`config.mk`:
```
export PLATFORM = sky130hd
export DESIGN_NAME = key_matrix_scan_with_autorepeat_flat
export DESIGN_NICKNAME = d
export VERILOG_FILES = /design/src/hw/rtl/kms_pkg.sv /design/src/hw/rtl/kms_if.sv /design/src/hw/rtl/kms_ram.sv /design/src/hw/rtl/kms_ctrl.sv /design/src/hw/rtl/kms_dp.sv /design/src/hw/rtl/key_matrix_scan_with_autorepeat.sv /design/src/flat_wrapper.sv
export SDC_FILE = /design/constraint.sdc
export NUM_CORES = 2
export LEC_CHECK = 0
export BUFFER_PORTS_ARGS = -buffer_cell sky130_fd_sc_hd__buf_2
export CORE_MARGIN = 2
export CORE_UTILIZATION = 35
export DETAILED_ROUTE_END_ITERATION = 8
export PLACE_DENSITY_LB_ADDON = 0.08
export SLEW_MARGIN = 10
export SYNTH_ARGS = -nofsm -noshare
export SYNTH_HDL_FRONTEND = slang
export SYNTH_SLANG_ARGS = --single-unit
```
`constraint.sdc`:
```
create_clock -name clk_i -period 14.4 [get_ports clk_i]
set_input_delay 2.88 -clock clk_i [delete_from_list [all_inputs] [get_ports clk_i]]
set_output_delay 2.88 -clock clk_i [all_outputs]
set_load 0.02 [all_outputs]
```
`src/hw/rtl/kms_pkg.sv`:
```
// shared types and constants of the key matrix scanner
package kms_pkg;

  // matrix geometry
  localparam int unsigned ROWS      = 6;
  localparam int unsigned COLUMNS   = 8;
  localparam int unsigned KEY_SLOTS = 48;
  localparam int unsigned KEYS      = ROWS * COLUMNS;
  localparam int unsigned IDX_W     = $clog2(KEYS);
  localparam int unsigned ROW_W     = (ROWS > 1) ? $clog2(ROWS) : 1;
  localparam int unsigned COL_W     = (COLUMNS > 1) ? $clog2(COLUMNS) : 1;

  // field widths
  localparam int unsigned TIME_W  = 32;
  localparam int unsigned PAUSE_W = 16;
  localparam int unsigned MASK_W  = 48;
  localparam int unsigned POS_W   = 3;
  localparam int unsigned CFG_W   = 48;
  localparam int unsigned CFG_IDX_W = 3;

  // floor(x / 11) as (x * RECIP_11) >> RECIP_SHIFT, exact for x below 2^21
  localparam int unsigned TENFOLD_W   = PAUSE_W + 4;
  localparam int unsigned RECIP_W     = 21;
  localparam int unsigned RECIP_SHIFT = 24;
  localparam logic [RECIP_W-1:0] RECIP_11 = 21'd1525202;

  // reset values of the registers
  localparam logic [PAUSE_W-1:0] HOLD_RST  = 16'd100;
  localparam logic [PAUSE_W-1:0] FIRST_RST = 16'd100;
  localparam logic [PAUSE_W-1:0] MIN_RST   = 16'd10;

  // register indexes
  typedef enum logic [CFG_IDX_W-1:0] {
    REG_HOLD_TIME   = 3'd0,
    REG_FIRST_PAUSE = 3'd1,
    REG_MIN_PAUSE   = 3'd2,
    REG_PRESENT     = 3'd3,
    REG_REPEAT      = 3'd4
  } cfg_reg_e;

  // event codes
  typedef enum logic [1:0] {
    EV_PRESS   = 2'd0,
    EV_RELEASE = 2'd1,
    EV_REPEAT  = 2'd2
  } event_kind_e;

  // controller states
  typedef enum logic [1:0] {
    ST_IDLE,
    ST_SCAN,
    ST_FLUSH
  } scan_state_e;

  // controller to datapath
  typedef struct packed {
    logic capture;
    logic eval;
    logic flush;
  } ctrl_cmd_t;

  // datapath to controller
  typedef struct packed {
    logic last_key;
    logic stall;
    logic flush_done;
  } dp_status_t;

endpackage

```
`src/hw/rtl/kms_if.sv`:
```
// handshake channels for scan items and key event items
interface kms_in_if;
  logic        valid;
  logic        ready;
  logic [31:0] now_ms;
  logic [47:0] line_levels;

  modport source (output valid, output now_ms, output line_levels, input ready);
  modport sink   (input valid, input now_ms, input line_levels, output ready);
endinterface

interface kms_out_if;
  logic       valid;
  logic       ready;
  logic [2:0] key_row;
  logic [2:0] key_column;
  logic [1:0] event_kind;
  logic       last_event;

  modport source (output valid, output key_row, output key_column, output event_kind,
                  output last_event, input ready);
  modport sink   (input valid, input key_row, input key_column, input event_kind,
                  input last_event, output ready);
endinterface

```
`src/hw/rtl/kms_ram.sv`:
```
// generic single write port ram with registered read
module kms_ram #(
  parameter int unsigned WIDTH = 32,
  parameter int unsigned DEPTH = 48
) (
  input  logic                     clk_i,
  input  logic                     we_i,
  input  logic [$clog2(DEPTH)-1:0] waddr_i,
  input  logic [WIDTH-1:0]         wdata_i,
  input  logic [$clog2(DEPTH)-1:0] raddr_i,
  output logic [WIDTH-1:0]         rdata_o
);

  logic [WIDTH-1:0] mem_q [DEPTH];

  // write port and registered read port
  always_ff @(posedge clk_i) begin
    if (we_i) begin
      mem_q[waddr_i] <= wdata_i;
    end
    rdata_o <= mem_q[raddr_i];
  end

endmodule

```
`src/hw/rtl/kms_ctrl.sv`:
```
// scan sequencer state machine
module kms_ctrl (
  input  logic                clk_i,
  input  logic                rst_ni,
  input  logic                in_valid_i,
  output logic                in_ready_o,
  input  kms_pkg::dp_status_t status_i,
  output kms_pkg::ctrl_cmd_t  cmd_o
);
  import kms_pkg::*;

  scan_state_e state_q, state_d;

  // state register
  always_ff @(posedge clk_i or negedge rst_ni) begin
    if (!rst_ni) begin
      state_q <= ST_IDLE;
    end else begin
      state_q <= state_d;
    end
  end

  // next state
  always_comb begin
    state_d = state_q;
    case (state_q)
      ST_IDLE: begin
        if (in_valid_i) state_d = ST_SCAN;
      end
      ST_SCAN: begin
        if (status_i.last_key && !status_i.stall) state_d = ST_FLUSH;
      end
      ST_FLUSH: begin
        if (status_i.flush_done) state_d = ST_IDLE;
      end
      default: state_d = ST_IDLE;
    endcase
  end

  // outputs
  always_comb begin
    in_ready_o    = 1'b0;
    cmd_o.capture = 1'b0;
    cmd_o.eval    = 1'b0;
    cmd_o.flush   = 1'b0;
    case (state_q)
      ST_IDLE: begin
        in_ready_o    = 1'b1;
        cmd_o.capture = in_valid_i;
      end
      ST_SCAN:  cmd_o.eval  = 1'b1;
      ST_FLUSH: cmd_o.flush = 1'b1;
      default:  in_ready_o  = 1'b0;
    endcase
  end

endmodule

```
`src/hw/rtl/kms_dp.sv`:
```
// scan datapath: config registers, key state, repeat timer, event queueing
module kms_dp (
  input  logic                          clk_i,
  input  logic                          rst_ni,
  // configuration
  input  logic                          cfg_we_i,
  input  logic [kms_pkg::CFG_IDX_W-1:0] cfg_idx_i,
  input  logic [kms_pkg::CFG_W-1:0]     cfg_data_i,
  // scan item
  input  logic [kms_pkg::TIME_W-1:0]    now_ms_i,
  input  logic [kms_pkg::MASK_W-1:0]    line_levels_i,
  // press time store
  output logic                          ram_we_o,
  output logic [kms_pkg::IDX_W-1:0]     ram_waddr_o,
  output logic [kms_pkg::TIME_W-1:0]    ram_wdata_o,
  output logic [kms_pkg::IDX_W-1:0]     ram_raddr_o,
  input  logic [kms_pkg::TIME_W-1:0]    ram_rdata_i,
  // event items
  output logic                          out_valid_o,
  input  logic                          out_ready_i,
  output logic [kms_pkg::POS_W-1:0]     key_row_o,
  output logic [kms_pkg::POS_W-1:0]     key_column_o,
  output logic [1:0]                    event_kind_o,
  output logic                          last_event_o,
  // control
  input  kms_pkg::ctrl_cmd_t            cmd_i,
  output kms_pkg::dp_status_t           status_o
);
  import kms_pkg::*;

  // configuration registers
  logic [PAUSE_W-1:0] hold_q, first_q, min_q;
  logic [MASK_W-1:0]  present_q, repeat_q;

  // scan item and position
  logic [TIME_W-1:0] now_q;
  logic [MASK_W-1:0] levels_q;
  logic [IDX_W-1:0]  idx_q;
  logic [ROW_W-1:0]  row_q;
  logic [COL_W-1:0]  col_q;

  // key and repeat state
  logic [KEYS-1:0]    down_q;
  logic               armed_q;
  logic [TIME_W-1:0]  lrt_q;
  logic [PAUSE_W-1:0] pause_q;

  // pending event and output register
  logic              pend_v_q;
  logic [POS_W-1:0]  pend_row_q, pend_col_q;
  event_kind_e       pend_kind_q;
  logic              out_v_q;
  logic [POS_W-1:0]  out_row_q, out_col_q;
  event_kind_e       out_kind_q;
  logic              out_last_q;

  logic               last_key, present, pressed, down, held, repeats, fire;
  logic               do_release, do_press, do_arm, do_repeat, emit, stall, commit;
  logic               out_free, move_pend, flush_move;
  event_kind_e        emit_kind;
  logic [TIME_W-1:0]  press_age, repeat_age;
  logic [TENFOLD_W-1:0] tenfold;
  logic [TENFOLD_W+RECIP_W-1:0] quot_prod;
  logic [PAUSE_W-1:0] shrunk, next_pause;

  // key decode
  assign last_key = (row_q == ROW_W'(ROWS - 1)) && (col_q == COL_W'(COLUMNS - 1));
  assign present  = (32'(idx_q) < KEY_SLOTS) && present_q[idx_q];
  assign pressed  = !levels_q[idx_q];
  assign down     = down_q[idx_q];
  assign repeats  = repeat_q[idx_q];

  // elapsed times with wrapping differences
  assign press_age  = now_q - ram_rdata_i;
  assign repeat_age = now_q - lrt_q;
  assign held       = press_age > TIME_W'(hold_q);
  assign fire       = armed_q && (repeat_age > TIME_W'(pause_q));

  // shrunken pause: floor(pause * 10 / 11) clamped at the minimum
  assign tenfold    = (TENFOLD_W'(pause_q) << 3) + (TENFOLD_W'(pause_q) << 1);
  assign quot_prod  = (TENFOLD_W+RECIP_W)'(tenfold) * (TENFOLD_W+RECIP_W)'(RECIP_11);
  assign shrunk     = quot_prod[RECIP_SHIFT +: PAUSE_W];
  assign next_pause = (shrunk < min_q) ? min_q : shrunk;

  // per key action
  assign do_release = cmd_i.eval && present && down && held && !pressed;
  assign do_arm     = cmd_i.eval && present && down && held && pressed && repeats && !armed_q;
  assign do_repeat  = cmd_i.eval && present && down && held && pressed && repeats && fire;
  assign do_press   = cmd_i.eval && present && !down && pressed;
  assign emit       = do_release || do_repeat || do_press;
  always_comb begin
    emit_kind = EV_PRESS;
    if (do_release) emit_kind = EV_RELEASE;
    else if (do_repeat) emit_kind = EV_REPEAT;
  end

  // event queueing: the pending event learns whether it is the last one
  assign out_free   = !out_v_q || out_ready_i;
  assign stall      = emit && pend_v_q && !out_free;
  assign commit     = cmd_i.eval && !stall;
  assign flush_move = cmd_i.flush && pend_v_q && out_free;
  assign move_pend  = (emit && pend_v_q && out_free) || flush_move;

  assign status_o.last_key   = last_key;
  assign status_o.stall      = stall;
  assign status_o.flush_done = !pend_v_q || out_free;

  // press time store access, reading one key ahead
  assign ram_we_o    = do_press && commit;
  assign ram_waddr_o = idx_q;
  assign ram_wdata_o = now_q;
  always_comb begin
    ram_raddr_o = '0;
    if (cmd_i.eval) begin
      if (stall) ram_raddr_o = idx_q;
      else if (!last_key) ram_raddr_o = IDX_W'(idx_q + 1'b1);
    end
  end

  // configuration registers
  always_ff @(posedge clk_i or negedge rst_ni) begin
    if (!rst_ni) begin
      hold_q    <= HOLD_RST;
      first_q   <= FIRST_RST;
      min_q     <= MIN_RST;
      present_q <= '0;
      repeat_q  <= '0;
    end else if (cfg_we_i) begin
      case (cfg_idx_i)
        REG_HOLD_TIME:   hold_q    <= cfg_data_i[PAUSE_W-1:0];
        REG_FIRST_PAUSE: first_q   <= cfg_data_i[PAUSE_W-1:0];
        REG_MIN_PAUSE:   min_q     <= cfg_data_i[PAUSE_W-1:0];
        REG_PRESENT:     present_q <= cfg_data_i[MASK_W-1:0];
        REG_REPEAT:      repeat_q  <= cfg_data_i[MASK_W-1:0];
        default:         hold_q    <= hold_q;
      endcase
    end
  end

  // captured scan item
  always_ff @(posedge clk_i) begin
    if (cmd_i.capture) begin
      now_q    <= now_ms_i;
      levels_q <= line_levels_i;
    end
  end

  // key position counters
  always_ff @(posedge clk_i or negedge rst_ni) begin
    if (!rst_ni) begin
      idx_q <= '0;
      row_q <= '0;
      col_q <= '0;
    end else if (cmd_i.capture) begin
      idx_q <= '0;
      row_q <= '0;
      col_q <= '0;
    end else if (commit && !last_key) begin
      idx_q <= IDX_W'(idx_q + 1'b1);
      if (row_q == ROW_W'(ROWS - 1)) begin
        row_q <= '0;
        col_q <= COL_W'(col_q + 1'b1);
      end else begin
        row_q <= ROW_W'(row_q + 1'b1);
      end
    end
  end

  // key state and shared repeat timer
  always_ff @(posedge clk_i or negedge rst_ni) begin
    if (!rst_ni) begin
      down_q  <= '0;
      armed_q <= 1'b0;
      lrt_q   <= '0;
      pause_q <= '0;
    end else if (commit) begin
      if (do_release) begin
        down_q[idx_q] <= 1'b0;
        armed_q       <= 1'b0;
      end else if (do_press) begin
        down_q[idx_q] <= 1'b1;
        armed_q       <= 1'b0;
      end else if (do_arm) begin
        armed_q <= 1'b1;
        lrt_q   <= now_q;
        pause_q <= first_q;
      end else if (do_repeat) begin
        lrt_q   <= now_q;
        pause_q <= next_pause;
      end
    end
  end

  // pending event
  always_ff @(posedge clk_i or negedge rst_ni) begin
    if (!rst_ni) begin
      pend_v_q <= 1'b0;
    end else if (emit && commit) begin
      pend_v_q <= 1'b1;
    end else if (flush_move) begin
      pend_v_q <= 1'b0;
    end
  end

  always_ff @(posedge clk_i) begin
    if (emit && commit) begin
      pend_row_q  <= POS_W'(row_q);
      pend_col_q  <= POS_W'(col_q);
      pend_kind_q <= emit_kind;
    end
  end

  // output register
  always_ff @(posedge clk_i or negedge rst_ni) begin
    if (!rst_ni) begin
      out_v_q <= 1'b0;
    end else if (move_pend) begin
      out_v_q <= 1'b1;
    end else if (out_ready_i) begin
      out_v_q <= 1'b0;
    end
  end

  always_ff @(posedge clk_i) begin
    if (move_pend) begin
      out_row_q  <= pend_row_q;
      out_col_q  <= pend_col_q;
      out_kind_q <= pend_kind_q;
      out_last_q <= flush_move;
    end
  end

  assign out_valid_o  = out_v_q;
  assign key_row_o    = out_row_q;
  assign key_column_o = out_col_q;
  assign event_kind_o = out_kind_q;
  assign last_event_o = out_last_q;

endmodule

```
`src/hw/rtl/key_matrix_scan_with_autorepeat.sv`:
```
// key matrix scanner with typematic auto-repeat, top level
// the first event item of a scan waits in the pending register until the next event or
//   the flush moves it to the output register; a new scan item is taken only in idle,
//   after the key walk, one key position per cycle reading the press time store one
//   position ahead, and the flush; an output stalled with an event waiting holds both
// reset: key state, repeat timer and queued events clear at once, registers take their
//   defaults; press times are not cleared and are only read for keys that are down
module key_matrix_scan_with_autorepeat (
  input  logic                          clk_i,
  input  logic                          rst_ni,
  input  logic                          cfg_we_i,
  input  logic [kms_pkg::CFG_IDX_W-1:0] cfg_idx_i,
  input  logic [kms_pkg::CFG_W-1:0]     cfg_data_i,
  kms_in_if.sink                        in_ch,
  kms_out_if.source                     out_ch
);
  import kms_pkg::*;

  ctrl_cmd_t         cmd;
  dp_status_t        status;
  logic              ram_we;
  logic [IDX_W-1:0]  ram_waddr, ram_raddr;
  logic [TIME_W-1:0] ram_wdata, ram_rdata;
  logic [1:0]        event_kind;

  // sequencer
  kms_ctrl u_ctrl (
    .clk_i      (clk_i),
    .rst_ni     (rst_ni),
    .in_valid_i (in_ch.valid),
    .in_ready_o (in_ch.ready),
    .status_i   (status),
    .cmd_o      (cmd)
  );

  // datapath
  kms_dp u_dp (
    .clk_i         (clk_i),
    .rst_ni        (rst_ni),
    .cfg_we_i      (cfg_we_i),
    .cfg_idx_i     (cfg_idx_i),
    .cfg_data_i    (cfg_data_i),
    .now_ms_i      (in_ch.now_ms),
    .line_levels_i (in_ch.line_levels),
    .ram_we_o      (ram_we),
    .ram_waddr_o   (ram_waddr),
    .ram_wdata_o   (ram_wdata),
    .ram_raddr_o   (ram_raddr),
    .ram_rdata_i   (ram_rdata),
    .out_valid_o   (out_ch.valid),
    .out_ready_i   (out_ch.ready),
    .key_row_o     (out_ch.key_row),
    .key_column_o  (out_ch.key_column),
    .event_kind_o  (event_kind),
    .last_event_o  (out_ch.last_event),
    .cmd_i         (cmd),
    .status_o      (status)
  );

  assign out_ch.event_kind = event_kind;

  // press time store
  kms_ram #(
    .WIDTH (TIME_W),
    .DEPTH (KEYS)
  ) u_press_ram (
    .clk_i   (clk_i),
    .we_i    (ram_we),
    .waddr_i (ram_waddr),
    .wdata_i (ram_wdata),
    .raddr_i (ram_raddr),
    .rdata_o (ram_rdata)
  );

endmodule
```
`src/flat_wrapper.sv`:
```
// flat-port wrapper written by rule: the top's interface ports become plain ports
module key_matrix_scan_with_autorepeat_flat import kms_pkg::*;
  (clk_i, rst_ni, cfg_we_i, cfg_idx_i, cfg_data_i, in_ch_valid, in_ch_now_ms, in_ch_line_levels, in_ch_ready, out_ch_valid, out_ch_key_row, out_ch_key_column, out_ch_event_kind, out_ch_last_event, out_ch_ready);
  kms_in_if in_ch_i ();
  kms_out_if out_ch_i ();
  input  logic clk_i;
  input  logic rst_ni;
  input  logic cfg_we_i;
  input  logic [kms_pkg::CFG_IDX_W-1:0] cfg_idx_i;
  input  logic [kms_pkg::CFG_W-1:0] cfg_data_i;
  input wire logic [$bits(in_ch_i.valid)-1:0] in_ch_valid;
  input wire logic [$bits(in_ch_i.now_ms)-1:0] in_ch_now_ms;
  input wire logic [$bits(in_ch_i.line_levels)-1:0] in_ch_line_levels;
  output wire logic [$bits(in_ch_i.ready)-1:0] in_ch_ready;
  output wire logic [$bits(out_ch_i.valid)-1:0] out_ch_valid;
  output wire logic [$bits(out_ch_i.key_row)-1:0] out_ch_key_row;
  output wire logic [$bits(out_ch_i.key_column)-1:0] out_ch_key_column;
  output wire logic [$bits(out_ch_i.event_kind)-1:0] out_ch_event_kind;
  output wire logic [$bits(out_ch_i.last_event)-1:0] out_ch_last_event;
  input wire logic [$bits(out_ch_i.ready)-1:0] out_ch_ready;
  assign in_ch_i.valid = in_ch_valid;
  assign in_ch_i.now_ms = in_ch_now_ms;
  assign in_ch_i.line_levels = in_ch_line_levels;
  assign in_ch_ready = in_ch_i.ready;
  assign out_ch_valid = out_ch_i.valid;
  assign out_ch_key_row = out_ch_i.key_row;
  assign out_ch_key_column = out_ch_i.key_column;
  assign out_ch_event_kind = out_ch_i.event_kind;
  assign out_ch_last_event = out_ch_i.last_event;
  assign out_ch_i.ready = out_ch_ready;
  key_matrix_scan_with_autorepeat u_core (.clk_i(clk_i), .rst_ni(rst_ni), .cfg_we_i(cfg_we_i), .cfg_idx_i(cfg_idx_i), .cfg_data_i(cfg_data_i), .in_ch(in_ch_i), .out_ch(out_ch_i));
endmodule
```
# --- Yosys cells after proc, flatten, opt, wreduce, memory -nomap -nowiden ---
# Memories as Yosys holds them, arrays and structs flattened. A register that Yosys moved wholly into a read port is not among the register bits.
# Index checks and enable logic that the tools add are counted.
# Widths: inputs -> output; s select.
totals:
  ff_bits: 354
  mem_bits_rw: 1536
  memories: 1
op_classes:
  n_addsub: 6
  n_mul: 1
  n_lt_le_gt_ge: 6
  eq_ne: 11
  mux: 46
  bitwise_logic: 5
  reduce_logical: 56
memory_table:
  columns: ["memory", "depth", "width", "rd", "rd_ports_with_merged_regs", "write_ports", "line_no", "rtl"]
  rows:
  - ["u_core.u_press_ram.mem_q", 48, 32, 1, 1, 1, "kms_ram.sv:14", "logic [WIDTH-1:0] mem_q [DEPTH];"]
ops:
  columns: ["operator", "n"]
  rows:
  - ["$mux 48", 2]
  - ["$gt 32x16->1", 2]
  - ["$mux 32", 2]
  - ["$sub 32x32->32", 2]
  - ["$and 48x48->48", 1]
  - ["$mux 16", 3]
  - ["$not 48->48", 1]
  - ["$or 48x48->48", 1]
  - ["$mul 20x20->39 const B", 1]
  - ["$mux 6", 5]
  - ["$bmux 1 s6", 4]
  - ["$logic_and 1x1->1", 24]
  - ["$add 19x17->20", 1]
  - ["$mux 1", 18]
  - ["$mux 3", 6]
  - ["$lt 16x16->1", 1]
  - ["$reduce_and 2->1", 8]
  - ["$reduce_bool 2->1", 6]
  - ["$eq 3x3->1 const B", 3]
  - ["$logic_not 1->1", 8]
  - ["$mux 2", 4]
  - ["$lt 6x7->1 const B", 1]
  - ["$add 3x1->3 const B", 2]
  - ["$add 6x1->6 const B", 1]
  - ["other kinds (17)", 24]

# --- Logic depth before layout (Yosys ltp) ---
depth:
  depth_word: 18
  depth_mapped: 55

# --- Cells and area by module ---
# A second synthesis with hierarchy kept.
hier_totals:
  hier_cells: 5651
  area_unflattened_um2: 88232.1
by_module_without_submodules:
  columns: ["module", "instances", "cells_per_inst", "area_per_inst_um2", "seq_area_each_um2"]
  rows:
  - ["kms_ram", 1, 2912, 60161.4, 46764.9]
  - ["kms_dp", 1, 2728, 27966.8, 9303.9]
  - ["kms_ctrl", 1, 11, 103.8, 50.0]

# --- Worst setup path after synthesis ---
# OpenSTA, ideal clock, no wires.
synth_timing:
  path_type: "register to register"
  from: "register u_core.u_dp.pause_q[1]"
  to: "register u_core.u_dp.pause_q[6]"
  setup_ns: 0.130
  arrival_ns: 11.499
  required_ns: 14.270
  setup_slack_ns: 2.771
  stages_incl_launch_ff: 55
  n_path_buf: 1
  cell_sequence: "dfrtp_1 -> inv_1 -> fa_1 -> nor2b_1 -> o21ai_0 -> a21boi_0 -> o21ai_0 -> a21boi_0 -> o21ai_0 -> a21boi_0 -> o21ai_0 -> nand2b_1 -> a21oi_1 -> o21bai_1 -> a21o_1 -> a21o_1 -> xnor2_1 -> inv_1 -> (+19 left out) -> inv_1 -> a21oi_1 -> xnor2_1 -> ha_1 -> a21o_1 -> a21o_1 -> a21oi_1 -> nor2b_1 -> o21ai_0 -> nand2b_1 -> a21oi_1 -> nor2b_1 -> a2111oi_1 -> clkbuf_1 -> mux2i_1 -> nand2_1 -> o21ai_0 -> mux2i_1"
synth_via:
  elab_chain_cells: 10
  elab_cells_between_ends: 17
  classes_between: "add/sub: 1; mul: 1; order compare: 2; mux: 3; reduce/logical: 10"
synth_lines:
  columns: ["item", "line_no", "rtl"]
  rows:
  - ["from (decl)", "kms_dp.sv:46", "logic [PAUSE_W-1:0] pause_q;"]
  - ["from (signal assigned)", "kms_dp.sv:186", "pause_q <= first_q;"]
  - ["from (signal assigned)", "kms_dp.sv:189", "pause_q <= next_pause;"]
  - ["branches (longest 10 deep; another with $mul 20x20->39)", null, null]
# Parallel ways; which one is timed is not known. The select of a mux whose other input is x is not followed.
# A chain may end at the register's enable or synchronous reset.

# --- Worst setup path after layout ---
layout_timing:
  from: "register u_core.u_dp.pause_q[0]"
  to: "register u_core.u_dp.pause_q[0]"
# The elaborated chain is that of the path after synthesis.

==> impl_summary.txt <==
----------------------------------------------------
[Outcome]
  Status ... complete, no violations

[Timing]
  Setup WS post-layout ... 2.03 ns
  Final critical-path required period ... 12.37 ns
  Worst slew margin ... between 20% and 30%
  Worst-margin pin slew ... ~1.2 ns
  Setup TNS after final layout ... 0 ns
  Count of final hold-check violations ... 0
  Worst clock skew on the final layout ... 0.115 ns
  Highest Clock Rate ... 0.0808 GHz
  Post-route clock period utilization ... 85.9%
  Final count of pins violating max slew ... 0
  Setup repair after global routing missed its margin ... false
  Setup violations, final ... 0

[Floorplanning]
  Number of core rows ... 186
  Area of the die ... 0.261 mm^2
  IO Pins ... 147
  Initial standard-cell utilization of the core ... between 30% and 40%
  Horizontal die dimension ... 511 um
  Placeable Area ... 0.256 mm^2
  Die span in y ... about 510 um

[Setup path]
  Critical-path cell with the highest stage delay ... sky130_fd_sc_hd__xor2_1
  Kind of end point of the critical path ... register
  Crit Path Class ... reg -> reg
  Worst flop-to-flop path startpoint ... u_core.u_dp.pause_q[0]
  Setup crit start kind ... register
  Data required time at the worst endpoint ... 15.07 ns
  Cell repeated most along the worst path ... sky130_fd_sc_hd__ha_1
  Critical register-to-register path endpoint ... u_core.u_dp.pause_q[0]
  Cell count of the worst reg-to-reg path ... 48
  Signal arrival time at the worst endpoint ... 13.04 ns
  End of the critical path ... u_core.u_dp.pause_q[0]
  Delay contributed by the slowest stage of the critical path ... between 0.8 and 0.9 ns
  Minimum setup slack among reg-to-reg paths ... a little over 2 ns
  Critical Path Fanout Max ... 12
  Critical path launch point ... u_core.u_dp.pause_q[0]

[Yosys]
  Seq/Total Area, Yosys ... 62.4%
  Prevailing post-synth register cell ... sky130_fd_sc_hd__edfxtp_1
  Synth Instances ... 6954
  Net count after synthesis ... between 7000 and 8000
  Cell Area, Synth ... around 0.09 mm^2
  Unique cell type count in the Yosys netlist ... 88
  Flop and latch count out of synthesis ... 1922
  Post-synthesis area per instance ... 12.9 um^2
  Post-synth ARST share ... 13.4%
  Yosys warnings ... 0
  Number of flops mapped to enable cells by yosys ... 1633

[Finish]
  Post-layout instance count excluding filler cells ... 10634
  Most frequent standard cell in the layout excluding fill and tap cells ... sky130_fd_sc_hd__edfxtp_1
  Area Overhead vs Synth ... 13.6%
  Share of post-route cells with drive strength above 1 ... between 10% and 20%
  Number of nets in the finished design ... 7648
  Most frequent cells in the layout ... sky130_fd_sc_hd__edfxtp_1 (1633), sky130_fd_sc_hd__nand2_1 (644), sky130_fd_sc_hd__inv_1 (398)

[Clocking]
  Root buffer cell ... sky130_fd_sc_hd__clkbuf_16
  Resize count post-CTS ... 0
  Insertion delay of the later-clocked pin in the worst-skew pair ... 0.89 ns
  Clock slew seen by the registers of the worst setup and hold paths ... roughly 0.06 ns
  CTS tree ... done
  Buffers inserted during post-CTS setup optimization ... 0
  Maximum count of clock buffers along a single path ... 3
  Number of buffers inserted during clock tree synthesis ... 209
  CTS H-Tree Depth ... 4
  CTS Hold Buffers Added ... 0
  Number of clock sinks ... 1922

[Placement]
  Total of buffers placed on input and output ports ... 146
  Worst Setup Slack post-DPL ... slightly below 2 ns
  Instance count after placement with tap cells included ... 10235
  Final weighted congestion of routability-driven global placement ... 0.840
  Detailed Place HPWL ... 188000 um

[Global routing]
  All-Layer GR Usage ... 23.2%
  Via count of the first global-routing pass ... 59625
  Total global routing overflow ... 0
  First-pass GRT wire length ... about 440000 um
  Initial antenna violation count ... 29
  Maximum number of pins on one net before global-route repair ... 134

[Route]
  Post-detailed-route wirelength per cell ... between 20 and 30 um
  DRT iter0 DRCs ... 6077
  Via count normalized by instance count ... 5.64
  DRC ... 0
  Post-route antenna net violation count ... 0
  Number of search-and-repair iterations in the first detailed-routing pass ... 5
  DRT Wirelength ... just over 300000 um
  Number of vias in the routed layout ... approximately 60000

[Run]
  Number of maximum-capacitance constraint violations ... 0

[Min path]
  Class of the tightest hold or removal check ... reg -> reg

----------------------------------------------------
-- synth_stat cells, types with 39 or more instances --
cell type                     n  area share (%)
sky130_fd_sc_hd__o221ai_1   103             1.0
sky130_fd_sc_hd__mux2i_1    242             2.7
sky130_fd_sc_hd__mux2_2     130             1.6
sky130_fd_sc_hd__nand3_1    320             1.8
sky130_fd_sc_hd__ha_1       325             4.5
sky130_fd_sc_hd__nor2_1     227            0.95
sky130_fd_sc_hd__a21o_1      48            0.40
sky130_fd_sc_hd__inv_1      399             1.7
sky130_fd_sc_hd__o22ai_1    235             1.6
sky130_fd_sc_hd__and3_1      43            0.30
sky130_fd_sc_hd__buf_2       73            0.41
sky130_fd_sc_hd__fa_1       125             2.8
sky130_fd_sc_hd__a21oi_1    152            0.85
sky130_fd_sc_hd__o21ai_1     93            0.52
sky130_fd_sc_hd__o32ai_1    127             1.2
sky130_fd_sc_hd__o21ai_0    283             1.6
sky130_fd_sc_hd__nor3_1      56            0.31
sky130_fd_sc_hd__edfxtp_1  1633              55
sky130_fd_sc_hd__xnor2_1     73            0.71
sky130_fd_sc_hd__o211ai_1   294             2.5
sky130_fd_sc_hd__nand2_1    647             2.7
sky130_fd_sc_hd__a21boi_0    39            0.33
sky130_fd_sc_hd__dfrtp_1    249             6.9
sky130_fd_sc_hd__or3_1      144             1.0
sky130_fd_sc_hd__clkbuf_1   333             1.4
-- worst max-delay path, delay by kind of cell (launching register included) --
kind	cells	cell delay, ns
XOR/XNOR	3	1.29
AND/OR/NAND/NOR	10	1.03
flip-flops	1	0.71
buffers and inverters	5	0.66
multiplexers	2	0.55
adder cells (fa/ha/maj)	11	4.15
AO/OA/AOI/OAI	17	3.83
-- logic make-up after synthesis --
group           share of synthesized area, %
fa+ha+maj                               7.31
buf+inv                                 3.75
xor+xnor                               0.984
compound gates                          12.4
flops                                   62.4
mux                                     4.77
simple gates                            8.38
-- through the flow --
stage	hold WS (ns)	cell area (um^2)	util [%]
2_1_floorplan	0.400	89900	-
3_3_place_gp	0.407	95100	37.1
3_5_place_dp	0.405	95100	37.1
4_1_cts	0.422	102000	39.8
5_1_grt	0.427	102000	39.8
6_report	0.425	102000	39.8
-- final cells by class --
type / count / area (um^2)
Antenna cell: 8 / 20.0
Clock inverter: 110 / 1240
Timing Repair Buffer: 350 / 2330
Clock buffer: 281 / 5690
Fill cell: 24136 / 154000
Sequential cell: 1922 / 56100
Inverter: 399 / 1500
Multi-Input combinational cell: 4180 / 30900
Tap cell: 3384 / 4230
-- flip-flops by register name, indices dropped and copies added, names as in the netlist, 3 cells and up, named ones only --
signal                      count
u_core.u_dp.pend_row_q          3
u_core.u_press_ram.rdata_o     32
u_core.u_dp.hold_q             16
u_core.u_press_ram.mem_q     1536
u_core.u_dp.ram_waddr_o         6
u_core.u_dp.pend_col_q          3
u_core.u_dp.present_q          48
u_core.u_dp.col_q               3
u_core.u_dp.ram_wdata_o        32
u_core.u_dp.repeat_q           48
u_core.u_dp.levels_q           48
u_core.u_dp.pause_q            16
u_core.u_dp.row_q               3
u_core.u_dp.first_q            16
u_core.u_dp.key_column_o        3
u_core.u_dp.key_row_o           3
u_core.u_dp.min_q              16
u_core.u_dp.lrt_q              32
-- routing by layer --
metal,vias up,GRT usage (%),routed length [um]
met1,31007,34.0,143000
met3,349,2.92,17700
met5,-,0,35
met2,1899,36.3,140000
met4,6,5.67,6960
li1,26674,-,-
-- worst min path at each step --
stage / start / endpoint / cells after the start
after CTS: u_core.u_dp.pend_kind_q[1] / u_core.u_dp.event_kind_o[1] / 0
after global placement: u_core.u_dp.pend_kind_q[1] / u_core.u_dp.event_kind_o[1] / 0
final: u_core.u_dp.pend_kind_q[1] / u_core.u_dp.event_kind_o[1] / 0
after floorplan: u_core.u_dp.pend_kind_q[0] / u_core.u_dp.event_kind_o[0] / 0
after detailed placement: u_core.u_dp.pend_kind_q[1] / u_core.u_dp.event_kind_o[1] / 0
after global routing: u_core.u_dp.pend_kind_q[1] / u_core.u_dp.event_kind_o[1] / 0
Power is not shown: default switching activity piles up to over one toggle a cycle in this logic, so the estimate is an artifact.
